**src/appliance_key_panel_fsm_top_assert.svh**
```systemverilog
// assertion macros shared by the key panel rtl
`ifndef APPLIANCE_KEY_PANEL_FSM_TOP_ASSERT_SVH
`define APPLIANCE_KEY_PANEL_FSM_TOP_ASSERT_SVH

`ifndef NO_ASSERTIONS

// expression holds at every edge out of reset
`define AKP_ASSERT_ALWAYS(label, clk, rst, expr) \
   label: assert property (@(posedge clk) disable iff (rst) (expr)) \
      else $error("key panel assertion failed");

// consequent holds in the cycle after the antecedent
`define AKP_ASSERT_NEXT(label, clk, rst, ante, cons) \
   label: assert property (@(posedge clk) disable iff (rst) (ante) |=> (cons)) \
      else $error("key panel assertion failed");

`else

`define AKP_ASSERT_ALWAYS(label, clk, rst, expr)
`define AKP_ASSERT_NEXT(label, clk, rst, ante, cons)

`endif

`endif

```
**src/akp_pkg.sv**
```systemverilog
`timescale 1ns / 1ps

package akp_pkg;

   // key codes
   localparam logic [2:0] KEY_FAN    = 3'd1;
   localparam logic [2:0] KEY_LOCK   = 3'd2;
   localparam logic [2:0] KEY_TIMER  = 3'd3;
   localparam logic [2:0] KEY_FILTER = 3'd4;
   localparam logic [2:0] KEY_POWER  = 3'd5;
   localparam logic [2:0] KEY_TEST   = 3'd6;

   // beep codes
   localparam logic [1:0] BEEP_NONE  = 2'd0;
   localparam logic [1:0] BEEP_SHORT = 2'd1;
   localparam logic [1:0] BEEP_OPEN  = 2'd2;
   localparam logic [1:0] BEEP_CLOSE = 2'd3;

   // level limits
   localparam logic [2:0] LEVEL_MAX  = 3'd4;
   localparam logic [2:0] LEVEL_WRAP = 3'd5;
   localparam logic [2:0] LEVEL_OFF  = 3'd0;
   localparam logic [2:0] LEVEL_LOW  = 3'd1;

   typedef struct packed {
      logic [2:0] key_code;
      logic       short_press;
      logic       hold_3s;
      logic       hold_5s;
      logic       filter_due;
      logic       remote_ok;
      logic       reset_armed;
   } akp_req_type;

   typedef struct packed {
      logic       power_ind;
      logic [2:0] fan_led;
      logic [2:0] timer_led;
      logic       lock_ind;
      logic       display_off;
      logic       test_mode_out;
      logic [1:0] beep;
      logic       filter_clear;
      logic       remote_clear;
      logic       counters_clear;
      logic       lock_pending_out;
      logic       reset_pending_out;
   } akp_rsp_type;

   typedef struct packed {
      logic       power_state;
      logic [2:0] fan_level;
      logic [2:0] timer_level;
      logic [2:0] saved_fan;
      logic [2:0] saved_timer;
      logic       lock_state;
      logic       lock_pending;
      logic       reset_pending;
      logic       display_mark;
      logic       test_mode;
   } akp_state_type;

endpackage

```
**src/akp_if.sv**
```systemverilog
`timescale 1ns / 1ps

// key event channel
interface akp_req_if;
   import akp_pkg::*;
   logic        valid;
   logic        ready;
   akp_req_type data;
   modport source (output valid, output data, input ready);
   modport sink   (input valid, input data, output ready);
endinterface

// panel result channel
interface akp_rsp_if;
   import akp_pkg::*;
   logic        valid;
   logic        ready;
   akp_rsp_type data;
   modport source (output valid, output data, input ready);
   modport sink   (input valid, input data, output ready);
endinterface

```
**src/akp_step.sv**
```systemverilog
`timescale 1ns / 1ps

module akp_step (
   input  akp_pkg::akp_state_type cur_state,
   input  akp_pkg::akp_req_type   req_data,
   output akp_pkg::akp_state_type nxt_state,
   output akp_pkg::akp_rsp_type   rsp_data
);
   import akp_pkg::*;

   logic [1:0] beep;
   logic       fclr;
   logic       rclr;
   logic       cclr;
   logic [2:0] lvl_inc;
   logic       any_press;
   logic       sp;
   logic       h3;
   logic       h5;

   assign sp        = req_data.short_press;
   assign h3        = req_data.hold_3s;
   assign h5        = req_data.hold_5s;
   assign any_press = sp | h3 | h5;

   // next state and pulses for one key beat
   always_comb begin
      nxt_state = cur_state;
      beep      = BEEP_NONE;
      fclr      = 1'b0;
      rclr      = 1'b0;
      cclr      = 1'b0;
      lvl_inc   = 3'd0;
      if (any_press) begin
         if (req_data.key_code == KEY_POWER && !cur_state.lock_state) begin
            if (sp) begin
               nxt_state.power_state = ~cur_state.power_state;
               if (!cur_state.power_state) begin
                  // turning on
                  beep = BEEP_OPEN;
                  if (req_data.filter_due) begin
                     nxt_state.fan_level = LEVEL_OFF;
                  end else if (cur_state.timer_level == LEVEL_OFF) begin
                     nxt_state.fan_level = LEVEL_LOW;
                  end else begin
                     nxt_state.timer_level = LEVEL_OFF;
                  end
               end else begin
                  // turning off, keep levels for restore
                  beep                  = BEEP_CLOSE;
                  nxt_state.saved_fan   = cur_state.fan_level;
                  nxt_state.saved_timer = cur_state.timer_level;
                  nxt_state.fan_level   = LEVEL_OFF;
                  nxt_state.timer_level = LEVEL_OFF;
               end
            end else if (h3) begin
               if (req_data.remote_ok) begin
                  rclr = 1'b1;
               end
               if ((req_data.remote_ok && cur_state.power_state) ||
                   (!req_data.remote_ok && !cur_state.power_state)) begin
                  beep                   = BEEP_SHORT;
                  nxt_state.power_state  = 1'b1;
                  nxt_state.fan_level    = cur_state.saved_fan;
                  nxt_state.timer_level  = cur_state.saved_timer;
                  nxt_state.display_mark = 1'b1;
               end
            end
         end else if (req_data.filter_due) begin
            // apart from the power key, only the filter reset is served while service is due
            if (req_data.key_code == KEY_FILTER && !cur_state.lock_state &&
                req_data.reset_armed) begin
               if (sp) begin
                  nxt_state.reset_pending = 1'b1;
               end else if (h5) begin
                  beep                    = BEEP_SHORT;
                  nxt_state.reset_pending = 1'b0;
                  fclr                    = 1'b1;
                  cclr                    = 1'b1;
               end
            end
         end else if (req_data.key_code == KEY_LOCK) begin
            if (cur_state.lock_state) begin
               if (sp) begin
                  nxt_state.lock_pending = 1'b1;
               end
               if (h3) begin
                  beep                   = BEEP_SHORT;
                  nxt_state.lock_pending = 1'b0;
                  nxt_state.lock_state   = 1'b0;
               end
            end else if (cur_state.power_state || cur_state.timer_level != LEVEL_OFF) begin
               if (sp) begin
                  nxt_state.lock_pending = 1'b1;
               end else if (h3) begin
                  beep                   = BEEP_SHORT;
                  nxt_state.lock_pending = 1'b0;
                  nxt_state.lock_state   = 1'b1;
               end
            end
         end else if (!cur_state.lock_state && req_data.key_code == KEY_TIMER) begin
            if (sp) begin
               lvl_inc = cur_state.timer_level + 3'd1;
               nxt_state.timer_level = (lvl_inc >= LEVEL_WRAP) ? LEVEL_OFF : lvl_inc;
               beep = BEEP_SHORT;
            end
         end else if (!cur_state.lock_state && req_data.key_code == KEY_FAN) begin
            if (sp && (cur_state.power_state || cur_state.timer_level != LEVEL_OFF)) begin
               lvl_inc = cur_state.fan_level + 3'd1;
               nxt_state.fan_level = (lvl_inc == LEVEL_WRAP) ? LEVEL_LOW : lvl_inc;
               beep = BEEP_SHORT;
            end
         end else if (!cur_state.lock_state && req_data.key_code == KEY_TEST) begin
            if (h3 && cur_state.power_state) begin
               beep                = BEEP_SHORT;
               nxt_state.test_mode = ~cur_state.test_mode;
               cclr                = 1'b1;
            end
         end
      end
   end

   // result beat mirrors the updated state
   always_comb begin
      rsp_data.power_ind         = nxt_state.power_state;
      rsp_data.fan_led           = nxt_state.fan_level;
      rsp_data.timer_led         = nxt_state.timer_level;
      rsp_data.lock_ind          = nxt_state.lock_state;
      rsp_data.display_off       = nxt_state.display_mark;
      rsp_data.test_mode_out     = nxt_state.test_mode;
      rsp_data.beep              = beep;
      rsp_data.filter_clear      = fclr;
      rsp_data.remote_clear      = rclr;
      rsp_data.counters_clear    = cclr;
      rsp_data.lock_pending_out  = nxt_state.lock_pending;
      rsp_data.reset_pending_out = nxt_state.reset_pending;
   end

endmodule

```
**src/appliance_key_panel_fsm_top.sv**
```systemverilog
`timescale 1ns / 1ps
// a result beat is valid in the cycle after its key beat is accepted
// throughput: one key beat per cycle while results are taken; the single result register frees as it is taken
// the next-state logic is one combinational pass between state and result registers
// reset (synchronous, active high) clears all levels, marks, saved levels and
// the result valid flag

`include "appliance_key_panel_fsm_top_assert.svh"

module appliance_key_panel_fsm_top (
   input logic      clock,
   input logic      reset,
   akp_req_if.sink   req_ch,
   akp_rsp_if.source rsp_ch
);
   import akp_pkg::*;

   akp_state_type state_ff;
   akp_state_type state_in;
   akp_rsp_type   rsp_data_ff;
   akp_rsp_type   rsp_data_in;
   logic          rsp_valid_ff;
   logic          rsp_valid_in;
   logic          req_fire;
   logic          rsp_mirror_ok;

   // accept while the result register is empty or being drained
   assign req_ch.ready = !rsp_valid_ff || rsp_ch.ready;
   assign req_fire     = req_ch.valid && req_ch.ready;

   akp_step u_step (
      .cur_state (state_ff),
      .req_data  (req_ch.data),
      .nxt_state (state_in),
      .rsp_data  (rsp_data_in)
   );

   // panel state
   always_ff @(posedge clock) begin
      if (reset) begin
         state_ff <= '0;
      end else if (req_fire) begin
         state_ff <= state_in;
      end
   end

   // result valid
   always_comb begin
      rsp_valid_in = rsp_valid_ff;
      if (req_fire) begin
         rsp_valid_in = 1'b1;
      end else if (rsp_ch.ready) begin
         rsp_valid_in = 1'b0;
      end
   end

   always_ff @(posedge clock) begin
      if (reset) begin
         rsp_valid_ff <= 1'b0;
      end else begin
         rsp_valid_ff <= rsp_valid_in;
      end
   end

   // result payload
   always_ff @(posedge clock) begin
      if (req_fire) begin
         rsp_data_ff <= rsp_data_in;
      end
   end

   assign rsp_ch.valid = rsp_valid_ff;
   assign rsp_ch.data  = rsp_data_ff;

   // result register agrees with the state it mirrors
   assign rsp_mirror_ok = (rsp_data_ff.fan_led == state_ff.fan_level) &&
                          (rsp_data_ff.timer_led == state_ff.timer_level) &&
                          (rsp_data_ff.power_ind == state_ff.power_state);

   // checks
   `AKP_ASSERT_NEXT(a_fire_gives_beat, clock, reset, req_fire, rsp_ch.valid)
   `AKP_ASSERT_NEXT(a_beat_mirrors_state, clock, reset, req_fire, rsp_mirror_ok)
   `AKP_ASSERT_ALWAYS(a_fan_range, clock, reset, state_ff.fan_level <= LEVEL_MAX)
   `AKP_ASSERT_ALWAYS(a_saved_fan_range, clock, reset, state_ff.saved_fan <= LEVEL_MAX)
   `AKP_ASSERT_ALWAYS(a_timer_range, clock, reset, state_ff.timer_level <= LEVEL_MAX)
   `AKP_ASSERT_ALWAYS(a_saved_timer_range, clock, reset, state_ff.saved_timer <= LEVEL_MAX)

endmodule

```
**src/flat_wrapper.sv**
```systemverilog
// flat-port wrapper written by rule: the top's interface ports become plain ports
module appliance_key_panel_fsm_top_flat import akp_pkg::*;
  (clock, reset, req_ch_valid, req_ch_data, req_ch_ready, rsp_ch_valid, rsp_ch_data, rsp_ch_ready);
  akp_req_if req_ch_i ();
  akp_rsp_if rsp_ch_i ();
  input logic clock;
  input logic reset;
  input wire logic [$bits(req_ch_i.valid)-1:0] req_ch_valid;
  input wire logic [$bits(req_ch_i.data)-1:0] req_ch_data;
  output wire logic [$bits(req_ch_i.ready)-1:0] req_ch_ready;
  output wire logic [$bits(rsp_ch_i.valid)-1:0] rsp_ch_valid;
  output wire logic [$bits(rsp_ch_i.data)-1:0] rsp_ch_data;
  input wire logic [$bits(rsp_ch_i.ready)-1:0] rsp_ch_ready;
  assign req_ch_i.valid = req_ch_valid;
  assign req_ch_i.data = req_ch_data;
  assign req_ch_ready = req_ch_i.ready;
  assign rsp_ch_valid = rsp_ch_i.valid;
  assign rsp_ch_data = rsp_ch_i.data;
  assign rsp_ch_i.ready = rsp_ch_ready;
  appliance_key_panel_fsm_top u_core (.clock(clock), .reset(reset), .req_ch(req_ch_i), .rsp_ch(rsp_ch_i));
endmodule
```
**config.mk**
```make
export PLATFORM = sky130hd
export DESIGN_NAME = appliance_key_panel_fsm_top_flat
export DESIGN_NICKNAME = d
export VERILOG_FILES = /design/src/akp_pkg.sv /design/src/akp_if.sv /design/src/akp_step.sv /design/src/appliance_key_panel_fsm_top.sv /design/src/flat_wrapper.sv
export VERILOG_INCLUDE_DIRS = /design/src /design/src/src
export SDC_FILE = /design/constraint.sdc
export NUM_CORES = 1
export LEC_CHECK = 0
export ABC_AREA = 1
export BUFFER_PORTS_ARGS = -buffer_cell sky130_fd_sc_hd__buf_4
export CAP_MARGIN = 20
export CORE_MARGIN = 5
export CORE_UTILIZATION = 30
export DETAILED_ROUTE_END_ITERATION = 8
export SLEW_MARGIN = 20
export SYNTH_ARGS = -nofsm -noshare
export SYNTH_HDL_FRONTEND = slang
export SYNTH_HIERARCHICAL = 1
export SYNTH_SLANG_ARGS = --single-unit
```
**constraint.sdc**
```tcl
create_clock -name clock -period 2.1 [get_ports clock]
set_clock_uncertainty 0.15 [all_clocks]
set_input_delay 0 -clock clock [delete_from_list [all_inputs] [get_ports clock]]
set_output_delay 0 -clock clock [all_outputs]
set_load 0.03 [all_outputs]
```
# Word-level counts from Yosys, hierarchy flattened
# Index checks and enable logic that the tools add are counted.
# Widths: inputs -> output; s select.
[word_totals] in_bits=13 output_inout_bits=19 reg_bits=36 memories=0 mem_bits_ro=0 elab_cells=146 mem_bits_rw=0 latch_bits=0
[classes] multipliers=0 n_addsub=2 n_reduce_logical=25 bitwise=8 n_lt_le_gt_ge=1 n_eq_ne=7 shift=0 div=0 n_mux=80
[op_table] cell="$mux 6" n=7
[op_table] cell="$mux 1" n=41
[op_table] cell="$mux 3" n=12
[op_table] cell="$mux 2" n=16
[op_table] cell="$mux 7" n=3
[op_table] cell="$mux 18" n=1
[op_table] cell="$eq 3x3->1 const B" n=4
[op_table] cell="$logic_and 1x1->1" n=11
[op_table] cell="$add 3x1->3 const B" n=2
[op_table] cell="$eq 3x2->1 const B" n=2
[op_table] cell="$not 1->1" n=6
[op_table] cell="$reduce_and 5->1" n=1
[op_table] cell="$logic_not 1->1" n=4
[op_table] cell="$reduce_or 4->1" n=1
[op_table] cell="$eq 3x1->1 const B" n=1
[op_table] cell="$ge 3x3->1 const B" n=1
[op_table] cell="$logic_not 3->1" n=1
[op_table] cell="$logic_or 1x1->1" n=3
[op_table] cell="$reduce_bool 3->1" n=1
[op_table] cell="$reduce_or 3->1" n=1
[op_table] cell="$or 1x1->1" n=2
[op_table] cell="$reduce_bool 2->1" n=1
[op_table] cell="$reduce_or 2->1" n=1

# Logic depth before layout (Yosys ltp)
# Gate-level depths: netlist of the first run.
[logic_depth] word_depth=10 mapped_depth=13 mapped_depth_nobuf=13

# Modules after synthesis
# Netlist of the first run, hierarchy kept.
[by_module_without_submodules] mod="appliance_key_panel_fsm_top" n_inst=1 seq_area_each_um2=890.9 area_each_um2=1467.7 cells_per_inst=141
[by_module_without_submodules] mod="akp_step" n_inst=1 seq_area_each_um2=0.0 area_each_um2=1006.0 cells_per_inst=193

# Worst setup path before layout of the first run
# OpenSTA, ideal clock, no wires.
[synth_timing] path_kind="register -> register" startpoint="register u_core/state_ff[17] (netlist name)" endpoint="register u_core.rsp_data_ff, in the netlist u_core/rsp_ch.data[13], data pin" stages_incl_launch_ff=10 path_buffers=2 required_time_ns=1.699 path_slack_ns=0.199 synth_period_minus_slack_ns=1.901 setup_ns=0.251 arrival_time_ns=1.500 path_cell_list="dfxtp_1 > inv_2 > ha_1 > nand2_1 > buf_2 > o21ai_0 > a21oi_1 > o21ai_0 > nand2_1 > buf_4"
[synth_lines] element="start: declaration" line="appliance_key_panel_fsm_top.sv:18" source="akp_state_type state_ff;"
[synth_lines] element="start signal: assignment" line="appliance_key_panel_fsm_top.sv:43" source="state_ff <= state_in;"
[synth_lines] element="end signal: assignment" line="appliance_key_panel_fsm_top.sv:68" source="rsp_data_ff <= rsp_data_in;"
[synth_lines] element="end: declaration" line="appliance_key_panel_fsm_top.sv:20" source="akp_rsp_type rsp_data_ff;"

==> results of run 1 <==
[per-layer routing]
metal | vias up | GRT usage, % | part of all wire [%]
met5 | - | 0 | 0
met4 | 0 | 3.212 | 0.45
met3 | 4 | 2.422 | 4.7
met2 | 43 | 19.19 | 48
met1 | 996 | 15.96 | 47
li1 | 1103 | - | -
[cell usage after synthesis, types with 2 or more instances]
cell and instances:
buf_4 18, nor2_1 33, nand3_1 41, o21ai_2 6
buf_12 2, a21oi_1 11, nor3_1 5, ha_1 5
buf_6 4, nor2_4 3, nand2_1 70, edfxtp_1 17
dfxtp_1 19, xnor2_1 2, nand2_2 3, inv_2 8
a21oi_2 18, buf_2 3, o21ai_0 18, inv_1 39
[state kept, by name, indices dropped and copies added (netlist names)]
| signal | count |
|---|---|
| u_core/rsp_ch.valid | 1 |
| u_core/state_ff | 18 |
| u_core/rsp_ch.data | 17 |
[tightest hold or removal path: stages]
cell	delay, ps
buf_4	160
nand2_1	70
o21ai_1	70
[cells by family after synthesis]
group	Yosys count
buf+inv	75
simple gates	159
flops	36
xor+xnor	3
compound gates	56
fa+ha+maj	5
[repair_timing]
| action | 4_1_cts | 5_1_grt |
|---|---|---|
| gates resized for setup | 0 | 3 |
| endpoints found under the setup margin | 0 | 6 |
| endpoints found under the hold margin | 2 | 0 |
| hold buffers | 3 | 0 |
[where the power goes]
| part | internal [mW] | total [mW] | leakage [nW] | switching, mW |
|---|---|---|---|---|
| logic | 0.164 | 0.444 | 0.895 | 0.281 |
| clock network | 0.305 | 0.561 | 0.0534 | 0.256 |
| registers | 0.792 | 0.828 | 0.329 | 0.0355 |
| total | 1.26 | 1.83 | 1.28 | 0.572 |
[worst paths after layout]
| kind | from | endpoint | slack, ps | cells after the start |
|---|---|---|---|---|
| worst max-delay path | u_core/state_ff[11] | u_core/state_ff[15] | 240 | 13 |
| worst min-delay path | req_ch_data[5] | u_core/rsp_ch.data[1] | 40 | 3 |
| worst max register to register | u_core/state_ff[11] | u_core/state_ff[15] | 240 | 13 |
| worst min register to register | u_core/state_ff[1] | u_core/state_ff[1] | 350 | 2 |
[cell type report]
class | count | area (um^2)
fillers | 860 | 5321
multi-input cells | 223 | 1179
flip-flops and latches | 36 | 892.1
repair buffers | 41 | 327.8
inverters | 48 | 180.2
well taps | 105 | 131.4
clock buffers | 7 | 97.59
clock inverters | 1 | 5.005
[per-stage QoR]
stage	setup WS [ps]	area [um^2]	hold slack, ps
detailed placement	116.2	2671	26.62
global placement	178.3	2671	18.10
finish	235.1	2813	37.86
CTS	105.4	2804	34.92
floorplan	199.2	2474	-80.93
global route	32.60	2813	42.24
==> flow_summary.json, run 1 <==
{
  "start_util_pct": 30.41,
  "critPathRequiredTime_ps": 2180,
  "status": "finished clean",
  "die_w_um": 100.8,
  "place_inst": 450,
  "synth_area_leaders": "edfxtp_1 21%, dfxtp_1 15%, nand2_1 11%",
  "path_common_cell": "nand2_1",
  "ir_drop_mv": 0.2635,
  "path_cells": "inv_1 -> ha_1 -> nand3_2 -> nand2_1 -> nor2_4 -> nand2_1 -> nand2_1 -> nand3_1 -> nand2_1 -> inv_1 -> nand3_1 -> nand2_1 -> nor2_1",
  "synth_fa_ha_area_share_pct": 2.529,
  "antenna_cells": 0,
  "layout.cells.most_common": "nand2_1",
  "cts_made_buffers": 5,
  "clk_pin_slew_ps": 80,
  "clock_latency_ps": 290,
  "drv_slew": 0,
  "final_cell_mix": "69 x nand2_1, 41 x nand3_1, 39 x inv_1",
  "portBuffers": 31,
  "routed-via-count": 2146,
  "crit_fanout": 5,
  "synth_edf_count": 17,
  "rsz0062_at_grt": "false",
  "drive_above_1_share_pct": 25.00,
  "synthMuxAreaShare_pct": 0,
  "root_buffer": "clkbuf_8",
  "seq_area_frac_synth_pct": 36.01,
  "powerDensity_nw_per_um2": 651.7,
  "dpl.hpwl_um": 4093,
  "place.gp.congestion": 0.8723,
  "overflow": 0,
  "drtPass1Iterations": 4,
  "drt_iter0_drc": 108,
  "synth_xor_area_share_pct": 1.062,
  "yosys.area_share.simple_pct": 28.48,
  "core-area_um2": 8134,
  "cp_top_family": "simple AND/OR/NAND/NOR gates",
  "syn-cell-area_um2": 2474,
  "relSlewSlack_pct": 58.89,
  "cts_tree": "yes",
  "dieArea_um2": 10160,
  "synth_top_area_share_pct": 20.64,
  "grt_usage_pct": 11.84,
  "final_core_util_pct": 34.58,
  "finalHoldViolCount": 0,
  "synth_cells": 334,
  "ios": 32,
  "cp-end-kind": "flip-flop",
  "rows": 33,
  "drc": 0,
  "clockBufferDepth": 2,
  "grt_pass1_vias": 1954,
  "wl_um": 5801,
  "antenna_found_initial": 0,
  "synth_top_cell_by_area": "edfxtp_1",
  "synth_warnings": 6,
  "cp_slowest_cell": "dfxtp_2",
  "tightest_slew_ps": 612.8,
  "clock_sinks": 36,
  "worstSetupStartpointType": "flip-flop",
  "synthArstFlopShare_pct": 0,
  "grt_pass1_wl_um": 9563,
  "critPathKind": "reg -> reg",
  "timing.fmax_mhz": 536.2,
  "finalCriticalPeriod_ps": 1865,
  "die_h_um": 100.8,
  "min_path_type": "in -> reg",
  "synth_ff_type": "dfxtp_1",
  "max_stage_delay_ps": 400,
  "layout.nets": 373,
  "routed_via_density": 4.655,
  "synth.ff_latch_count": 36,
  "ant_nets": 0,
  "stdcell_count": 461,
  "syn_to_final_growth_pct": 13.71,
  "post-cts-setup-buffers": 0,
  "synth_nets": 352,
  "critPathBufInv": 2,
  "drv_cap": 0,
  "synth_cell_types": 29,
  "cp.arrival_ps": 1950,
  "syn-mean-instance-area_um2": 7.406,
  "htreeDepth": 2,
  "power_mw": 1.833,
  "cellLeakagePower_nw": 1.277,
  "setup_tns_ps": 0,
  "synth_top_family_by_area": "simple AND/OR/NAND/NOR gates",
  "grt_max_degree": 37,
  "setup_viol": 0,
  "synth_compound_area_share_pct": 15.12,
  "wl_per_cell_um": 12.58,
  "period_share_pct": 88.81
}
Note: power is estimated with default switching activity, not from simulation.
==> inputs of run 2 (changes only) <==
--- a/config.mk
+++ b/config.mk
@@ -6,7 +6,6 @@
 export SDC_FILE = /design/constraint.sdc
 export NUM_CORES = 1
 export LEC_CHECK = 0
-export ABC_AREA = 1
 export BUFFER_PORTS_ARGS = -buffer_cell sky130_fd_sc_hd__buf_4
 export CAP_MARGIN = 20
 export CORE_MARGIN = 5
==> run 2 against run 1 <==
Net effect:
- clock-buffer cell count down 1
- area after synthesis shrank 1.4%
- combinational power is 30% lower
- cell area rose by 3.7%
- register-to-register slack got worse by 230 ps
- non-clock buffer count increased by 13
- final cell count is 19% lower
- power decreased by 7.0%
- sequential share of layout area down 1.1 points
==> flow_summary.json, run 2 <==
{
  "crit_fanout": 4,
  "ff2ff_path_depth": 8,
  "syn_to_final_growth_pct": 19.65,
  "final_cell_mix": "48 x buf_4, 18 x a21bo_1, 18 x a21oi_2",
  "ff_latch_area_um2": 893.4,
  "timing.fmax_mhz": 477.0,
  "synth_ff_type": "dfxtp_1",
  "worstSetupStartpointType": "flip-flop",
  "multi_input_area_um2": 1330,
  "wl_um": 5600,
  "holdPathStages": 3,
  "grt_usage_pct": 11.24,
  "syn-mean-instance-area_um2": 10.12,
  "routed_via_density": 5.051,
  "fill_cells": 755,
  "clk_pin_slew_ps": 80,
  "synth_warnings": 6,
  "powerDensity_nw_per_um2": 584.2,
  "grt_max_degree": 38,
  "path_depth": 8,
  "cts_made_buffers": 5,
  "clock_sinks": 36,
  "ir_drop_mv": 0.2599,
  "drc": 0,
  "rows": 32,
  "setup_slack_ps": 3.693,
  "synth_area_leaders": "edfxtp_1 21%, dfxtp_1 16%, a21bo_1 7.4%",
  "critPathBufInv": 1,
  "portBuffers": 31,
  "layout.nets": 287,
  "wl_per_cell_um": 15.05,
  "cellLeakagePower_nw": 1.054,
  "cp_top_family": "simple AND/OR/NAND/NOR gates",
  "status": "finished clean",
  "synth_edf_count": 17,
  "period_share_pct": 99.82,
  "clockBufferDepth": 2,
  "drt_iter0_drc": 127,
  "cp.arrival_ps": 2170,
  "synth_cells": 241,
  "core-area_um2": 7807,
  "synth_nets": 259,
  "root_buffer": "clkbuf_8",
  "finalCriticalPeriod_ps": 2096,
  "synth_top_area_share_pct": 20.93,
  "synth_common_cells": "19 x a21oi_2, 19 x dfxtp_1, 18 x a21bo_1, 18 x buf_4, 17 x edfxtp_1",
  "dieArea_um2": 10030,
  "die_w_um": 100.2,
  "seq_area_frac_synth_pct": 36.53,
  "synthArstFlopShare_pct": 0,
  "max_stage_delay_ps": 580,
  "place.gp.congestion": 0.8227,
  "drv_slew": 0,
  "drv_cap": 0,
  "setup_viol": 0,
  "synth_cell_types": 51,
  "die_h_um": 100.2,
  "overflow": 0,
  "routed-via-count": 1879,
  "ios": 32,
  "grt_pass1_wl_um": 9121,
  "start_util_pct": 31.23,
  "synth_top_cell_by_area": "edfxtp_1",
  "grt_pass1_vias": 1794,
  "critPathKind": "reg -> reg",
  "relSlewSlack_pct": 69.67,
  "regMostFlops": "u_core/state_ff",
  "min_path_type": "in -> reg",
  "cts_tree": "yes",
  "whs_ps": 24.28,
  "layout.cells.most_common": "buf_4",
  "synth.ff_latch_count": 36,
  "finalHoldViolCount": 0,
  "clock_latency_ps": 290,
  "cp_slowest_cell": "or4_4",
  "ant_nets": 0,
  "path_cells": "inv_2 -> ha_4 -> nor3b_4 -> or4_4 -> a21oi_4 -> o221a_1 -> nand3_2 -> a21oi_2",
  "drive_above_1_share_pct": 38.52,
  "pre_cts_ws_ps": 52.77,
  "antenna_cells": 0,
  "drtPass1Iterations": 4,
  "syn-cell-area_um2": 2439,
  "rsz0062_at_grt": "true",
  "tightest_slew_ps": 448.6,
  "critPathRequiredTime_ps": 2170,
  "largest_reg_flops": 18,
  "antenna_found_initial": 0,
  "cp-end-kind": "flip-flop",
  "htreeDepth": 2,
  "stdcell_count": 372,
  "place_inst": 357,
  "dpl.hpwl_um": 3958
}
-- run 2: changes by cell type after synthesis, moves of 6 or more --
cell      change
nand3_2       +9
inv_1        -32
inv_2         -8
nand2_1      -61
a21oi_1       -7
o21ai_2       -6
mux2_2        +7
o21ai_0      -14
a21bo_1      +18
clkbuf_1      +8
nor2_1       -19
nand3_1      -30
-- run 2: per-layer routing --
metal / global-route usage [%] / routed length, um / vias up
li1: - / - / 933
met1: 15.61 / 2783 / 886
met2: 17.64 / 2472 / 58
met3: 3.614 / 337 / 2
met4: 1.244 / 6 / 0
met5: 0 / 0 / -
-- run 2: where the power goes --
part | switching, mW | internal (mW) | leakage, nW
logic | 0.188 | 0.125 | 0.673
clock network | 0.263 | 0.353 | 0.0552
registers | 0.0127 | 0.763 | 0.326
-- run 2: final timing paths --
kind	start	endpoint	slack, ps
setup / recovery	u_core/state_ff[12]	u_core/state_ff[15]	4
hold / removal	req_ch_data[3]	u_core/rsp_ch.data[4]	20
setup reg to reg	u_core/state_ff[12]	u_core/state_ff[15]	4
hold reg to reg	u_core/state_ff[1]	u_core/state_ff[1]	440
-- run 2: kinds of logic (layout without fill, tap and decap cells) --
logic type	Yosys count	in the layout	share of synthesized area, %
compound gates	70	70	23.96
xor+xnor	2	2	0.7184
fa+ha+maj	5	5	2.565
buf+inv	40	69	10.42
flops	36	36	36.53
mux	11	11	4.875
simple gates	77	77	20.93
-- run 2: cell type report --
| type | instances | share of cell area (%) |
|---|---|---|
| Clock buffer | 6 | 2.487 |
| Clock inverter | 2 | 1.201 |
| Inverter | 7 | 0.9863 |
| Multi-Input combinational cell | 165 | 45.58 |
| Sequential cell | 36 | 30.62 |
| Tap cell | 102 | 4.374 |
| Timing Repair Buffer | 54 | 14.75 |
-- run 2: tightest hold or removal path: stages --
cell and delay (ps):
buf_4 90, nand4_1 140, nor2_1 120
-- run 2: what timing repair did --
item | CTS | global route
endpoints found under the setup margin | 0 | 8
hold endpoints to repair | 22 | 0
gates resized for setup | 0 | 9
hold buffers | 5 | 0
setup buffers | 0 | 2
-- run 2: metrics by stage --
stage | util (%) | total power, mW | cell area [um^2] | setup TNS (ps)
6_report | 37.37 | 1.705 | 2918 | 0
5_1_grt | 37.37 | 1.777 | 2918 | -104.2
3_3_place_gp | 34.68 | 1.086 | 2708 | 0
3_5_place_dp | 34.68 | 1.089 | 2708 | 0
4_1_cts | 36.70 | 1.719 | 2865 | 0
2_1_floorplan | - | 0.9931 | 2442 | 0
